<file path="src/design/set_assoc_lru_cache_tag_model_top_defines.svh">
// Assertion macros for the cache tag model controller (salc_ctrl).
`ifndef SET_ASSOC_LRU_CACHE_TAG_MODEL_TOP_DEFINES_SVH
`define SET_ASSOC_LRU_CACHE_TAG_MODEL_TOP_DEFINES_SVH

// Checks that the consequent holds in the same cycle as the antecedent.
`define SALC_ASSERT_NOW(lbl, ante, cons) \
    lbl: assert property (@(posedge i_clk) disable iff (!i_rst_n) (ante) |-> (cons)) \
        else $error("salc assertion failed");

// Checks that the consequent holds in the cycle after the antecedent.
`define SALC_ASSERT_NEXT(lbl, ante, cons) \
    lbl: assert property (@(posedge i_clk) disable iff (!i_rst_n) (ante) |=> (cons)) \
        else $error("salc assertion failed");

`endif

</file>
<file path="src/design/salc_pkg.sv">
package salc_pkg;

    localparam int P_LOG_MAX_SETS = 10;
    localparam int P_MAX_WAYS     = 8;
    localparam int P_COUNT_WIDTH  = 48;

    typedef struct packed {
        logic        mode;
        logic [31:0] address;
    } t_in;

    typedef struct packed {
        logic        hit;
        logic [2:0]  way;
        logic [47:0] read_requests;
        logic [47:0] write_requests;
        logic [47:0] read_hits;
        logic [47:0] write_hits;
    } t_out;

    typedef struct packed {
        logic clr_step;
        logic load_in;
        logic hash_a;
        logic hash_b;
        logic addr;
        logic rd;
        logic commit;
    } t_cmd;

    typedef struct packed {
        logic clr_last;
        logic out_free;
    } t_sts;

    typedef struct packed {
        logic [1:0] index_mode;
        logic [3:0] log_rows;
        logic [3:0] log_block;
        logic [3:0] ways_in_use;
        logic [4:0] log_page;
        logic [5:0] log_phys_mem;
    } t_cfg;

endpackage

</file>
<file path="src/design/salc_ctrl.sv">
`include "set_assoc_lru_cache_tag_model_top_defines.svh"

module salc_ctrl
    import salc_pkg::*;
(
    input  logic i_clk,
    input  logic i_rst_n,
    input  logic i_in_valid,
    input  t_sts i_sts,
    output logic o_in_stall,
    output t_cmd o_cmd
);

    localparam logic [2:0] ST_CLR  = 3'd0;
    localparam logic [2:0] ST_IDLE = 3'd1;
    localparam logic [2:0] ST_HA   = 3'd2;
    localparam logic [2:0] ST_HB   = 3'd3;
    localparam logic [2:0] ST_AD   = 3'd4;
    localparam logic [2:0] ST_RD   = 3'd5;
    localparam logic [2:0] ST_LK   = 3'd6;

    logic [2:0] r_state;
    logic [2:0] n_state;

    always_comb begin
        n_state = r_state;
        o_cmd   = '0;
        unique case (r_state)
            ST_CLR: begin
                o_cmd.clr_step = 1'b1;
                if (i_sts.clr_last) begin
                    n_state = ST_IDLE;
                end
            end
            ST_IDLE: begin
                if (i_in_valid) begin
                    o_cmd.load_in = 1'b1;
                    n_state = ST_HA;
                end
            end
            ST_HA: begin
                o_cmd.hash_a = 1'b1;
                n_state = ST_HB;
            end
            ST_HB: begin
                o_cmd.hash_b = 1'b1;
                n_state = ST_AD;
            end
            ST_AD: begin
                o_cmd.addr = 1'b1;
                n_state = ST_RD;
            end
            ST_RD: begin
                o_cmd.rd = 1'b1;
                n_state = ST_LK;
            end
            ST_LK: begin
                if (i_sts.out_free) begin
                    o_cmd.commit = 1'b1;
                    n_state = ST_IDLE;
                end
            end
            default: begin
                n_state = ST_IDLE;
            end
        endcase
    end

    assign o_in_stall = (r_state != ST_IDLE);

    always_ff @(posedge i_clk) begin
        if (!i_rst_n) begin
            r_state <= ST_CLR;
        end else begin
            r_state <= n_state;
        end
    end

    `SALC_ASSERT_NEXT(a_commit_idle, r_state == ST_LK && i_sts.out_free, r_state == ST_IDLE)
    `SALC_ASSERT_NEXT(a_load_hash, o_cmd.load_in, r_state == ST_HA)
    `SALC_ASSERT_NOW(a_commit_free, o_cmd.commit, i_sts.out_free)

endmodule

</file>
<file path="config.mk">
export PLATFORM = sky130hd
export DESIGN_NAME = salc_ctrl
export DESIGN_NICKNAME = d
export VERILOG_FILES = /design/src/design/salc_pkg.sv /design/src/design/salc_ctrl.sv
export VERILOG_INCLUDE_DIRS = /design/src /design/src/design
export SDC_FILE = /design/constraint.sdc
export NUM_CORES = 1
export LEC_CHECK = 0
export ABC_AREA = 1
export BUFFER_PORTS_ARGS = -buffer_cell sky130_fd_sc_hd__buf_4
export CAP_MARGIN = 20
export CORE_AREA = 2 2 39 41
export DETAILED_ROUTE_END_ITERATION = 8
export DIE_AREA = 0 0 41 43
export PLACE_DENSITY_LB_ADDON = 0.3
export SLEW_MARGIN = 40
export SYNTH_ARGS = -nofsm -noshare
export SYNTH_HDL_FRONTEND = slang
export SYNTH_SLANG_ARGS = --single-unit
</file>
<file path="constraint.sdc">
create_clock -name i_clk -period 1.7 [get_ports i_clk]
set_input_delay 0.085 -clock i_clk [delete_from_list [all_inputs] [get_ports i_clk]]
set_output_delay 0.085 -clock i_clk [all_outputs]
set_load 0.05 [all_outputs]
</file>
==> impl_metrics.sql <==
INSERT INTO impl_metrics (metric_group, metric, value, unit) VALUES
('run_status', 'status', 'complete, no violations', ''),
('clock_tree', 'postCtsSetupRepairBufs', '0', ''),
('clock_tree', 'ctsHtreeMaxLevel', '1', ''),
('setup_path', 'cp-start-kind', 'flop', ''),
('setup_path', 'reg_to_reg_critical_path_startpoint', 'r_state[1]', ''),
('grt', 'first_global_vias', '244', ''),
('clock_tree', 'cts-resized-gates', '0', ''),
('sta', 'finalSetupViolations', '0', ''),
('sta', 'min_period', '1.301', 'ns'),
('sta', 'timing.final.hold_violations', '0', ''),
('placement', 'routabilityCongestion', '0.6564', ''),
('clock_tree', 'clock_sink_count', '3', ''),
('drt', 'average_via_count_per_standard_cell', '3.803', ''),
('sta', 'normalized_max_slew_margin', '77.57', '%'),
('sta', 'worst_setup_slack_after_layout', '0.3986', 'ns'),
('yosys', 'synth_seq_cells', '3', ''),
('sta', 'slew_viol_final', '0', ''),
('yosys', 'post_synthesis_sequential_area_ratio', '24.87', '%'),
('yosys', 'synthXorXnorAreaFrac', '0', '%'),
('setup_path', 'worstPathRequired', '1.62', 'ns'),
('yosys', 'synth-compound-area-share', '4.663', '%'),
('cells_and_area', 'finalNetCount', '61', ''),
('die', 'io-pin-count', '13', ''),
('die', 'initial_core_util', '17.45', '%'),
('sta', 'fmax', '768.4', 'MHz'),
('placement', 'dpl_worst_slack', '0.6108', 'ns'),
('yosys', 'synth-adder-area-share', '0', '%'),
('die', 'num_rows', '14', ''),
('cells_and_area', 'antennaDiodeCount', '0', ''),
('sta', 'worst-slew-pin-transition', '0.3361', 'ns'),
('grt', 'globalRoute.totalOverflow', '0', ''),
('clock_tree', 'insertion_delay', '0.23', 'ns'),
('job', 'max_cap_viol_count', '0', ''),
('setup_path', 'worst-r2r-setup-slack', '0.61', 'ns'),
('yosys', 'combinational_family_with_the_most_area_after_synthesis', 'simple AND/OR/NAND/NOR gates', ''),
('clock_tree', 'tritoncts', 'yes', ''),
('yosys', 'syn_nets', '45', ''),
('setup_path', 'crit_path_start', 'r_state[1]', ''),
('clock_tree', 'ctsLongestPathBuffers', '2', ''),
('sta', 'fin_tns_setup', '0', 'ns'),
('yosys', 'yosys_warnings', '0', ''),
('clock_tree', 'tritoncts.num_buffers', '3', ''),
('sta', 'rsz0062_at_grt', 'no', ''),
('hold_path', 'hp-class', 'in -> reg', ''),
('clock_tree', 'ctsHoldBuffers', '0', ''),
('sta', 'post-route-period-util', '76.55', '%'),
('yosys', 'synthSimpleGateAreaFrac', '53.37', '%'),
('cells_and_area', 'top_regs', 'r_state (3)', ''),
('drt', 'via_count', '270', ''),
('yosys', 'netlist_area', '241.5', 'µm²'),
('clock_tree', 'path_clk_slew', '0.04', 'ns'),
('drt', 'route.detailed.wl_per_inst', '7.408', 'µm'),
('cells_and_area', 'largest_register_ff_count', '3', ''),
('cells_and_area', 'most_flops_register', 'r_state', ''),
('drt', 'final_antenna_net_count', '0', ''),
('die', 'floorplan.die.width', '41', 'µm'),
('power', 'power.ir.vdd_worst', '0.3465', 'mV'),
('grt', 'largest_net_degree_at_the_start_of_global_routing', '10', ''),
('clock_tree', 'cts-root-buf', 'sky130_fd_sc_hd__clkbuf_4', ''),
('yosys', 'synth_mux_area_share', '0', '%'),
('grt', 'grt.total_usage', '8.032', '%'),
('setup_path', 'path_max_fanout', '9', ''),
('cells_and_area', 'final_standard_cell_area_without_fillers', '372.9', 'µm²'),
('setup_path', 'worst_setup_path_end_kind', 'output port', ''),
('die', 'fp.coreArea', '1384', 'µm²'),
('setup_path', 'reg2reg_depth', '6', ''),
('setup_path', 'worst_r2r_dst', 'r_state[1]', ''),
('drt', 'drt-initial-drc-count', '2', ''),
('drt', 'drt_pre_antenna_iters', '2', ''),
('die', 'die_height', '43', 'µm'),
('grt', 'antenna_found_initial', '0', '');
## cells by family after synthesis
logic type	Yosys count
DFF	3
AOI/OAI and AO/OA	2
and+or+nand+nor	25
buffers and inverters	10
## synthesized netlist by cell type (all sizes together)
master  count  area [µm²]
a21oi       1       5.000
a31oi       1       6.260
buf         1       7.510
dfxtp       3       60.06
inv         9       33.79
nand2       6       22.52
nand3       7       45.04
nor2        8       40.04
nor3        3       15.01
or2         1       6.260
## where the power goes
group / leakage, nW / switching, W / internal [W]
sequential: 0.0248 / 0.0000270 / 0.0000842
clock: 0.0150 / 0.0000351 / 0.0000879
combinational: 0.167 / 0.000172 / 0.0000791
total: 0.207 / 0.000234 / 0.000251
## worst max-delay path: stages, from the launching register on
cell	delay, ns
sky130_fd_sc_hd__dfxtp_1	0.51
sky130_fd_sc_hd__nand2_1	0.12
sky130_fd_sc_hd__nor3_1	0.14
sky130_fd_sc_hd__buf_4	0.22
## cell type report
| type | instances | area [µm²] |
|---|---|---|
| well taps | 16 | 20.02 |
| clock buffers | 4 | 26.28 |
| flip-flops and latches | 3 | 60.06 |
| repair buffers | 12 | 90.09 |
| multi-input cells | 27 | 142.6 |
| inverters | 9 | 33.78 |
| fillers | 169 | 1011 |
## worst min-delay path by stage
stage / start / endpoint / slack [ns] / depth (start not counted)
6_report: i_rst_n / r_state[0] / 0.1 / 3
3_5_place_dp: i_rst_n / r_state[0] / 0.34 / 3
5_1_grt: i_rst_n / r_state[0] / 0.11 / 3
2_1_floorplan: i_rst_n / r_state[2] / 0.19 / 2
3_3_place_gp: i_rst_n / r_state[2] / 0.34 / 3
4_1_cts: i_rst_n / r_state[0] / 0.09 / 3
## stage by stage
step	hold slack (ns)	total power (W)	cells	util, %
2_1_floorplan	0.1943	0.0003066	40	-
3_3_place_gp	0.3417	0.0003657	67	25.05
3_5_place_dp	0.3383	0.0003659	67	25.05
4_1_cts	0.09325	0.0004945	71	26.94
5_1_grt	0.1086	0.0005253	71	26.94
6_report	0.09886	0.0004851	71	26.94
## layout by cell type (no fill, tap or decap), drive strengths merged
cell,count
nand2,6
nand3,7
clkbuf,4
nor3,3
inv,9
a21oi,1
nor2,8
or2,1
a31oi,1
dfxtp,3
buf,12
## metal layers
layer	track usage, %	wire length (µm)	up-vias
li1	-	-	155
met1	9.325	223	108
met2	10.00	246	7
met3	5.236	55	0
met4	6.000	0	0
met5	0	0	-
No activity file was read; power rests on OpenSTA's default activity.
